[config.mk]
export PLATFORM = sky130hd
export DESIGN_NAME = task_cadence_scheduler
export DESIGN_NICKNAME = d
export VERILOG_FILES = /design/src/hdl/tcs_pkg.sv /design/src/hdl/tcs_csr.sv /design/src/hdl/tcs_track.sv /design/src/hdl/tcs_decide.sv /design/src/hdl/task_cadence_scheduler.sv
export SDC_FILE = /design/constraint.sdc
export NUM_CORES = 1
export LEC_CHECK = 0
export CORE_MARGIN = 4
export CORE_UTILIZATION = 55
export CTS_CLUSTER_DIAMETER = 50
export DETAILED_ROUTE_END_ITERATION = 12
export DONT_BUFFER_PORTS = 1
export GPL_TIMING_DRIVEN = 0
export PLACE_DENSITY = 0.7
export SYNTH_ARGS = -nofsm -noshare
export SYNTH_HDL_FRONTEND = slang
export SYNTH_SLANG_ARGS = --single-unit
[constraint.sdc]
create_clock -name clock -period 7.27 [get_ports clock]
set_input_delay 0.727 -clock clock [delete_from_list [all_inputs] [get_ports clock]]
set_output_delay 0.727 -clock clock [all_outputs]
set_load 0.005 [all_outputs]
[src/hdl/tcs_pkg.sv]
// Shared types and constants for the task cadence scheduler.
`timescale 1ns / 1ps

package tcs_pkg;

   localparam int NUM_TASKS  = 4;
   localparam int TASK_W     = 2;
   localparam int CADENCE_W  = 32;
   localparam int NOW_W      = 32;
   localparam int CSR_ADDR_W = 3;
   localparam int CSR_DATA_W = 32;
   localparam int REQ_DATA_W = 40;
   localparam int RSP_DATA_W = 8;

   localparam logic [CSR_ADDR_W-1:0] CSR_EYE_CADENCE         = 3'd0;
   localparam logic [CSR_ADDR_W-1:0] CSR_GEOMETRY_CADENCE    = 3'd1;
   localparam logic [CSR_ADDR_W-1:0] CSR_RECOGNITION_CADENCE = 3'd2;
   localparam logic [CSR_ADDR_W-1:0] CSR_OBJECT_CADENCE      = 3'd3;
   localparam logic [CSR_ADDR_W-1:0] CSR_UNCERTAINTY_MASK    = 3'd4;

   localparam logic [CADENCE_W-1:0] EYE_CADENCE_RESET         = 32'd33;
   localparam logic [CADENCE_W-1:0] GEOMETRY_CADENCE_RESET    = 32'd100;
   localparam logic [CADENCE_W-1:0] RECOGNITION_CADENCE_RESET = 32'd500;
   localparam logic [CADENCE_W-1:0] OBJECT_CADENCE_RESET      = 32'd250;
   localparam logic [NUM_TASKS-1:0] UNCERTAINTY_MASK_RESET    = 4'd3;

   typedef enum logic [1:0] {
      OP_EVALUATE = 2'd0,
      OP_MARK     = 2'd1,
      OP_CLEAR    = 2'd2
   } op_type;

   typedef enum logic [2:0] {
      REASON_FIRST_RUN      = 3'd0,
      REASON_TIME_BACKWARDS = 3'd1,
      REASON_UNCERTAIN      = 3'd2,
      REASON_CADENCE_ELAPSED = 3'd3,
      REASON_NOT_DUE        = 3'd4
   } reason_type;

   typedef struct packed {
      logic [NUM_TASKS-1:0][CADENCE_W-1:0] cadence;
      logic [NUM_TASKS-1:0]                uncertainty_mask;
   } config_type;

   typedef struct packed {
      logic              mark_we;
      logic              clear_all;
      logic [TASK_W-1:0] task_idx;
   } update_type;

   typedef struct packed {
      logic       run;
      reason_type reason;
      logic       mark_ok;
   } result_type;

endpackage

[src/hdl/tcs_csr.sv]
// Configuration registers: per-task cadences and the uncertainty run mask.
`timescale 1ns / 1ps

module tcs_csr (
   input  logic                                clock,
   input  logic                                reset,
   input  logic                                csr_we,
   input  logic [tcs_pkg::CSR_ADDR_W-1:0]      csr_addr,
   input  logic [tcs_pkg::CSR_DATA_W-1:0]      csr_wdata,
   output tcs_pkg::config_type                 cfg
);

   tcs_pkg::config_type cfg_ff;
   tcs_pkg::config_type cfg_in;

   always_comb begin
      cfg_in = cfg_ff;
      if (csr_we) begin
         case (csr_addr)
            tcs_pkg::CSR_EYE_CADENCE:         cfg_in.cadence[0] = csr_wdata;
            tcs_pkg::CSR_GEOMETRY_CADENCE:    cfg_in.cadence[1] = csr_wdata;
            tcs_pkg::CSR_RECOGNITION_CADENCE: cfg_in.cadence[2] = csr_wdata;
            tcs_pkg::CSR_OBJECT_CADENCE:      cfg_in.cadence[3] = csr_wdata;
            tcs_pkg::CSR_UNCERTAINTY_MASK: begin
               cfg_in.uncertainty_mask = csr_wdata[tcs_pkg::NUM_TASKS-1:0];
            end
            default: cfg_in = cfg_ff;
         endcase
      end
   end

   always_ff @(posedge clock) begin
      if (reset) begin
         cfg_ff.cadence[0]       <= tcs_pkg::EYE_CADENCE_RESET;
         cfg_ff.cadence[1]       <= tcs_pkg::GEOMETRY_CADENCE_RESET;
         cfg_ff.cadence[2]       <= tcs_pkg::RECOGNITION_CADENCE_RESET;
         cfg_ff.cadence[3]       <= tcs_pkg::OBJECT_CADENCE_RESET;
         cfg_ff.uncertainty_mask <= tcs_pkg::UNCERTAINTY_MASK_RESET;
      end else begin
         cfg_ff <= cfg_in;
      end
   end

   assign cfg = cfg_ff;

endmodule

[src/hdl/tcs_track.sv]
// Per-task run record: last run time and valid mark, with mark and clear updates.
`timescale 1ns / 1ps

module tcs_track #(
   parameter int TIME_WIDTH = 32
) (
   input  logic                              clock,
   input  logic                              reset,
   input  tcs_pkg::update_type               upd,
   input  logic [TIME_WIDTH-1:0]             upd_time,
   input  logic [tcs_pkg::TASK_W-1:0]        rd_task,
   output logic                              rd_valid,
   output logic [TIME_WIDTH-1:0]             rd_last,
   output logic [tcs_pkg::NUM_TASKS-1:0]     valid_all
);

   logic [tcs_pkg::NUM_TASKS-1:0]                 run_valid_ff;
   logic [tcs_pkg::NUM_TASKS-1:0]                 run_valid_in;
   logic [tcs_pkg::NUM_TASKS-1:0][TIME_WIDTH-1:0] last_time_ff;

   always_comb begin
      run_valid_in = run_valid_ff;
      if (upd.clear_all) begin
         run_valid_in = '0;
      end else if (upd.mark_we) begin
         run_valid_in[upd.task_idx] = 1'b1;
      end
   end

   always_ff @(posedge clock) begin
      if (reset) begin
         run_valid_ff <= '0;
      end else begin
         run_valid_ff <= run_valid_in;
      end
   end

   // The time store has no reset; an entry is only read while its mark is set.
   always_ff @(posedge clock) begin
      if (upd.mark_we) begin
         last_time_ff[upd.task_idx] <= upd_time;
      end
   end

   assign rd_valid  = run_valid_ff[rd_task];
   assign rd_last   = last_time_ff[rd_task];
   assign valid_all = run_valid_ff;

endmodule

[src/hdl/tcs_decide.sv]
// Decision logic: evaluate reason, mark acceptance and the record update.
`timescale 1ns / 1ps

module tcs_decide #(
   parameter int TIME_WIDTH = 32
) (
   input  logic                              fire,
   input  logic [1:0]                        op,
   input  logic [tcs_pkg::TASK_W-1:0]        task_idx,
   input  logic [TIME_WIDTH-1:0]             now,
   input  logic                              uncertain,
   input  logic                              rd_valid,
   input  logic [TIME_WIDTH-1:0]             rd_last,
   input  tcs_pkg::config_type               cfg,
   output tcs_pkg::result_type               result,
   output tcs_pkg::update_type               upd
);

   localparam int CMP_W = (TIME_WIDTH > tcs_pkg::CADENCE_W) ? TIME_WIDTH : tcs_pkg::CADENCE_W;

   logic                  backwards;
   logic [TIME_WIDTH-1:0] elapsed;
   logic                  due;

   assign backwards = now < rd_last;
   assign elapsed   = now - rd_last;
   assign due       = CMP_W'(elapsed) >= CMP_W'(cfg.cadence[task_idx]);

   always_comb begin
      result        = '0;
      result.reason = tcs_pkg::REASON_FIRST_RUN;
      upd           = '0;
      upd.task_idx  = task_idx;
      case (tcs_pkg::op_type'(op))
         tcs_pkg::OP_EVALUATE: begin
            if (!rd_valid) begin
               result.run    = 1'b1;
               result.reason = tcs_pkg::REASON_FIRST_RUN;
            end else if (backwards) begin
               result.reason = tcs_pkg::REASON_TIME_BACKWARDS;
            end else if (uncertain && cfg.uncertainty_mask[task_idx]) begin
               result.run    = 1'b1;
               result.reason = tcs_pkg::REASON_UNCERTAIN;
            end else if (due) begin
               result.run    = 1'b1;
               result.reason = tcs_pkg::REASON_CADENCE_ELAPSED;
            end else begin
               result.reason = tcs_pkg::REASON_NOT_DUE;
            end
         end
         tcs_pkg::OP_MARK: begin
            result.mark_ok = !(rd_valid && backwards);
            upd.mark_we    = fire && result.mark_ok;
         end
         tcs_pkg::OP_CLEAR: begin
            upd.clear_all = fire;
         end
         default: begin
            result = '0;
         end
      endcase
   end

endmodule

[src/hdl/task_cadence_scheduler.sv]
// Top level of the task cadence scheduler: input stage, decision and result register.
`timescale 1ns / 1ps
//
// The scheduler keeps a last run time and a valid mark for each of four tasks.
// Request words on req_ carry an operation: evaluate gives a run decision and
// its reason, mark records the run time, clear drops every valid mark. Every
// request gives exactly one response word on rsp_.
// A request is registered in the input stage on acceptance and decided from that
// register; the response register loads when the output is free, and rsp_tvalid
// then rises. One word is accepted every cycle while responses are taken; the
// record update and the next word's read meet in the single table register stage.
// When rsp_tready is low the response holds, the input stage fills, and
// req_tready falls until the response is taken.
// csr_ writes set the four cadences and the uncertainty mask; the user must make
// them while no request is in flight, as the block does not enforce this.
// Reset clears all valid marks and both stages and restores the default
// cadences; recorded times are not cleared.
//
module task_cadence_scheduler #(
   parameter int TIME_WIDTH = 32
) (
   input  logic                              clock,
   input  logic                              reset,
   input  logic                              req_tvalid,
   output logic                              req_tready,
   // op [1:0], task_req [3:2], now [35:4], uncertain [36], zero [39:37]
   input  logic [tcs_pkg::REQ_DATA_W-1:0]    req_tdata,
   output logic                              rsp_tvalid,
   input  logic                              rsp_tready,
   // run [0], reason [3:1], mark_ok [4], zero [7:5]
   output logic [tcs_pkg::RSP_DATA_W-1:0]    rsp_tdata,
   input  logic                              csr_we,
   input  logic [tcs_pkg::CSR_ADDR_W-1:0]    csr_addr,
   input  logic [tcs_pkg::CSR_DATA_W-1:0]    csr_wdata
);

   tcs_pkg::config_type cfg;
   tcs_pkg::update_type upd;
   tcs_pkg::result_type result;

   logic                              s1_valid_ff;
   logic                              s1_valid_in;
   logic [1:0]                        s1_op_ff;
   logic [tcs_pkg::TASK_W-1:0]        s1_task_ff;
   logic [TIME_WIDTH-1:0]             s1_now_ff;
   logic                              s1_uncertain_ff;
   logic                              rsp_valid_ff;
   logic                              rsp_valid_in;
   tcs_pkg::result_type               rsp_result_ff;

   logic                              out_free;
   logic                              fire;
   logic                              req_fire;
   logic                              rd_valid;
   logic [TIME_WIDTH-1:0]             rd_last;
   logic [tcs_pkg::NUM_TASKS-1:0]     valid_all;

   assign out_free   = !rsp_valid_ff || rsp_tready;
   assign fire       = s1_valid_ff && out_free;
   assign req_tready = !s1_valid_ff || out_free;
   assign req_fire   = req_tvalid && req_tready;

   assign s1_valid_in  = req_fire || (s1_valid_ff && !out_free);
   assign rsp_valid_in = fire || (rsp_valid_ff && !rsp_tready);

   always_ff @(posedge clock) begin
      if (reset) begin
         s1_valid_ff  <= 1'b0;
         rsp_valid_ff <= 1'b0;
      end else begin
         s1_valid_ff  <= s1_valid_in;
         rsp_valid_ff <= rsp_valid_in;
      end
   end

   always_ff @(posedge clock) begin
      if (req_fire) begin
         s1_op_ff        <= req_tdata[1:0];
         s1_task_ff      <= req_tdata[3:2];
         s1_now_ff       <= TIME_WIDTH'(req_tdata[35:4]);
         s1_uncertain_ff <= req_tdata[36];
      end
      if (fire) begin
         rsp_result_ff <= result;
      end
   end

   tcs_csr u_csr (
      .clock     (clock),
      .reset     (reset),
      .csr_we    (csr_we),
      .csr_addr  (csr_addr),
      .csr_wdata (csr_wdata),
      .cfg       (cfg)
   );

   tcs_track #(
      .TIME_WIDTH (TIME_WIDTH)
   ) u_track (
      .clock     (clock),
      .reset     (reset),
      .upd       (upd),
      .upd_time  (s1_now_ff),
      .rd_task   (s1_task_ff),
      .rd_valid  (rd_valid),
      .rd_last   (rd_last),
      .valid_all (valid_all)
   );

   tcs_decide #(
      .TIME_WIDTH (TIME_WIDTH)
   ) u_decide (
      .fire      (fire),
      .op        (s1_op_ff),
      .task_idx  (s1_task_ff),
      .now       (s1_now_ff),
      .uncertain (s1_uncertain_ff),
      .rd_valid  (rd_valid),
      .rd_last   (rd_last),
      .cfg       (cfg),
      .result    (result),
      .upd       (upd)
   );

   assign rsp_tvalid = rsp_valid_ff;
   assign rsp_tdata  = {3'b000, rsp_result_ff.mark_ok, rsp_result_ff.reason,
                        rsp_result_ff.run};

   a_mark_only_alone: assert property (@(posedge clock) disable iff (reset)
      rsp_valid_ff && rsp_result_ff.mark_ok |->
         !rsp_result_ff.run && rsp_result_ff.reason == tcs_pkg::REASON_FIRST_RUN)
      else $error("mark response carries a run decision");

   a_run_reason: assert property (@(posedge clock) disable iff (reset)
      rsp_valid_ff && rsp_result_ff.run |->
         rsp_result_ff.reason == tcs_pkg::REASON_FIRST_RUN ||
         rsp_result_ff.reason == tcs_pkg::REASON_UNCERTAIN ||
         rsp_result_ff.reason == tcs_pkg::REASON_CADENCE_ELAPSED)
      else $error("run decision with a non-running reason");

   a_clear_drops_marks: assert property (@(posedge clock) disable iff (reset)
      upd.clear_all |=> valid_all == '0)
      else $error("valid marks survive a clear");

   a_stage_holds: assert property (@(posedge clock) disable iff (reset)
      s1_valid_ff && !out_free |=> s1_valid_ff && $stable(s1_now_ff))
      else $error("input stage lost a word under stall");

endmodule
==> Flow_metrics.wiki <==
{| class="wikitable"
! Metric !! Value
|-
| Status || finished clean
|-
| Data arrival time of the worst path || between 6 and 7 ns
|-
| Global route overflow || 0
|-
| IR drop worst, VDD || 0.247 mV
|-
| Type of element launching the critical path || flop
|-
| Number of diodes || 0
|-
| Share of layout cells above drive strength 1 || a little over an eighth
|-
| Critical-path maximum fanout || 10
|-
| Routed WL per cell || 20.3 um
|-
| Warnings from Yosys || 0
|-
| Gp weighted congestion || 0.863
|-
| Flop-to-flop setup slack || roughly 0.55 ns
|-
| Clock root buffer master || sky130_fd_sc_hd__clkbuf_16
|-
| ANT nets after route || 0
|-
| Pin count of the biggest net entering global routing || 37
|-
| Startpoint of the worst hold path || req_tdata[1]
|-
| Number of nets in the layout || 1,450
|-
| CTS tree || built
|-
| Post-Layout Cell Count || ~1,700
|-
| Count of pins on the block boundary || 90
|-
| Required time of the worst setup path || 7.54 ns
|-
| Number of antenna violations at the first check in global routing || 0
|-
| R2r worst-path depth || 22
|-
| Die Area || ~0.029 sq mm
|-
| Vias post-DR || 9,636
|-
| Sink Count || between 300 and 400
|-
| Post-synthesis register bit count || about 310
|-
| Type of element capturing the critical path || flop
|-
| Number of fill cells || 2,045
|-
| Maxcap violations || 0
|-
| Core region area || between 0.02 and 0.03 sq mm
|-
| Worst hold slack across all endpoints || roughly 0.29 ns
|-
| Most frequently used flop master after synthesis || sky130_fd_sc_hd__edfxtp_1
|-
| Cell count after synthesis || 1,254
|-
| TritonCTS buffer count || 39
|-
| Post-CTS setup-driven buffer insertion count || 0
|-
| Highest Clock Rate || between 0.1 and 0.15 GHz
|-
| Pre-antenna DRT Iters || 5
|-
| Min-Delay Endpoint || s1_op_ff[1]
|-
| Unrepaired setup endpoints after global routing || false
|-
| Reported leakage power || 0.00580 uW
|-
| Wire length of the first global-routing pass || around 54 mm
|-
| Row Count || slightly below 60
|-
| Htree depth || 2
|-
| Max-slew violations || 0
|-
| Final setup violating endpoints || 0
|-
| Via count normalized by instance count || between 5 and 6
|-
| Normalized max-slew margin || ~34%
|-
| Worst-case setup margin in the final layout || roughly 0.55 ns
|-
| Width of the die || 169 um
|-
| Worst Max-Slew Pin Slew || approximately 0.98 ns
|-
| RR Startpoint || s1_task_ff[1]
|-
| Count of unresolved DRC violations after routing || 0
|-
| Capture instance of the worst register-to-register path || rsp_tdata[0]
|-
| Number of failing hold endpoints at the final stage || 0
|-
| Final worst-path cycle share || about 90%
|-
| Hold crit path type || input port to flop
|-
| Chip height || around 170 um
|-
| Number of enable flip-flop cells after synthesis || 170
|-
| Worst skew pair latency || roughly 0.53 ns
|-
| Post-Place Worst Slack || about 0.32 ns
|-
| Overall fraction of global-route tracks in use || 24.2%
|-
| Placed wire-length estimate after detailed placement || roughly 24 mm
|-
| Final cell utilization of the core || between 60% and 70%
|-
| Vias in the first global route || just under 10,000
|-
| Async set or reset register ratio after synthesis || 0%
|-
| Mean Syn Cell Area || roughly 11 sq um
|-
| Minimum clock period after layout || 6.72 ns
|-
| Clock-pin slew on the worst setup and hold paths || around 0.06 ns
|-
| Number of cells in the design after placement || between 1,500 and 2,000
|-
| Synth-to-Final Area Change || 13.1%
|-
| Final clock skew || 0.0155 ns
|-
| Worst hold path stage count || 0
|-
| Number of port buffers || 0
|-
| Starting density of the core || 56.3%
|-
| Distinct cells, synth || 71
|-
| DRC marker count from the first detailed-route iteration || about 830
|-
| Total wire length after detailed routing || 33.9 mm
|-
| Hold-fix buffers, CTS || 0
|-
| Power density of the placed cells || around 270 mW/mm^2
|-
| Maximum buffer depth of the clock tree || 3
|-
| Critical path type || flop to flop
|-
| Register area share after synthesis || 55.0%
|-
| Post-Syn Area || between 0.01 and 0.015 sq mm
|}
==> cell usage after synthesis (all sizes together), types with 18 or more instances <==
library cell / instances / area (sq um)
o21ai: 28 / 166
a21oi: 154 / 786
clkbuf: 55 / 206
edfxtp: 170 / 5100
dfxtp: 138 / 2760
nand2: 285 / 1070
nand3b: 18 / 135
inv: 74 / 278
nor2: 30 / 125
ha: 64 / 801
mux4: 66 / 1490
==> cell type report <==
| cell class | count | area [sq um] | area share, % |
|---|---|---|---|
| Sequential cell | 308 | 7870 | 48.7 |
| Inverter | 74 | 278 | 1.72 |
| Timing Repair Buffer | 8 | 120 | 0.743 |
| Clock inverter | 22 | 267 | 1.65 |
| Tap cell | 330 | 413 | 2.55 |
| Buffer | 66 | 272 | 1.68 |
| Multi-Input combinational cell | 808 | 5910 | 36.5 |
| Clock buffer | 49 | 1040 | 6.46 |
==> cells in the final DEF (no fill, tap or decap), drive strengths merged, types with 18 or more instances in the layout <==
master,Yosys,routed
o21ai,28,28
nor2,30,30
ha,64,64
inv,74,84
nand3b,18,18
nand2,285,285
clkbuf,55,104
mux4,66,66
edfxtp,170,170
dfxtp,138,138
a21oi,154,154
buf,11,19
==> kinds of logic (layout without fill, tap and decap cells) <==
family / count (synthesis) / after routing / share of synthesized area (%)
flip-flops: 308 / 308 / 55.0
buffers and inverters: 140 / 219 / 3.83
adder cells (fa/ha/maj): 65 / 65 / 5.74
XOR/XNOR: 26 / 26 / 1.59
other: 1 / 3 / 0.0262
AO/OA/AOI/OAI: 241 / 241 / 10.4
AND/OR/NAND/NOR: 405 / 405 / 12.8
multiplexers: 68 / 68 / 10.5
==> report_power, final <==
group          internal (uW)  leakage [uW]  switching (uW)
Sequential              1880       0.00268            26.5
Combinational            192       0.00247             266
Clock                   1180      0.000641             756
==> metrics by stage <==
stage          area [sq um]  power [uW]  TNS, ns
2_1_floorplan         14300        2270        0
3_3_place_gp          14700        2380   -46.31
3_5_place_dp          14900        2390        0
4_1_cts               16200        4330        0
5_1_grt               16200        4480        0
6_report              16200        4300        0
==> routing by layer <==
layer,routed length [um],GRT usage (%),vias up
met5,0,0,-
met4,727,6.65,0
met3,2650,5.82,56
met2,16000,39.0,318
met1,14500,33.4,4653
li1,-,-,4609
==> what timing repair did <==
action	4_1_cts	5_1_grt
hold endpoints to repair	0	0
resized for setup	0	2
setup endpoints to repair	0	1
==> critical path, stage by stage, from the launching register on <==
cell                        delay, ns
sky130_fd_sc_hd__edfxtp_1        0.32
sky130_fd_sc_hd__clkbuf_1        0.52
sky130_fd_sc_hd__buf_1           0.60
sky130_fd_sc_hd__clkbuf_2        0.47
sky130_fd_sc_hd__mux4_2          0.38
sky130_fd_sc_hd__inv_1           0.07
sky130_fd_sc_hd__ha_1            0.22
sky130_fd_sc_hd__buf_4           0.16
sky130_fd_sc_hd__nand4_1         0.08
sky130_fd_sc_hd__and3_1          0.18
sky130_fd_sc_hd__o21ai_0         0.13
sky130_fd_sc_hd__and2_1          0.21
sky130_fd_sc_hd__a2111oi_1       0.63
sky130_fd_sc_hd__nor2_1          0.13
sky130_fd_sc_hd__xor2_1          0.17
sky130_fd_sc_hd__ha_1            0.31
sky130_fd_sc_hd__a21o_1          0.18
sky130_fd_sc_hd__a21o_1          0.17
sky130_fd_sc_hd__a221o_1         0.34
sky130_fd_sc_hd__a2111oi_0       0.55
sky130_fd_sc_hd__o21ai_0         0.30
sky130_fd_sc_hd__a21oi_2         0.22
sky130_fd_sc_hd__a2111oi_2       0.12
==> sequential cells by signal, summed over array words and instances (netlist names) <==
register	cells
u_csr.cfg	132
s1_now_ff	32
s1_valid_ff	1
rsp_tvalid	1
s1_uncertain_ff	1
s1_op_ff	2
u_track.last_time_ff	128
s1_task_ff	2
u_track.valid_all	4
rsp_tdata	5
==> how the worst max path moves through the flow <==
stage                  startpoint                       end  slack [ns]  cells after the start
floorplan           s1_task_ff[1]  u_track.last_time_ff[32]        1.57                     14
global placement    s1_task_ff[1]  u_track.last_time_ff[60]       -1.01                     14
detailed placement  s1_task_ff[1]              rsp_tdata[3]        0.32                     21
CTS                 s1_task_ff[1]              rsp_tdata[3]        0.30                     22
global route        s1_task_ff[1]              rsp_tdata[3]        0.26                     21
finish              s1_task_ff[1]              rsp_tdata[0]        0.55                     22
No activity file was read; power rests on OpenSTA's default activity.
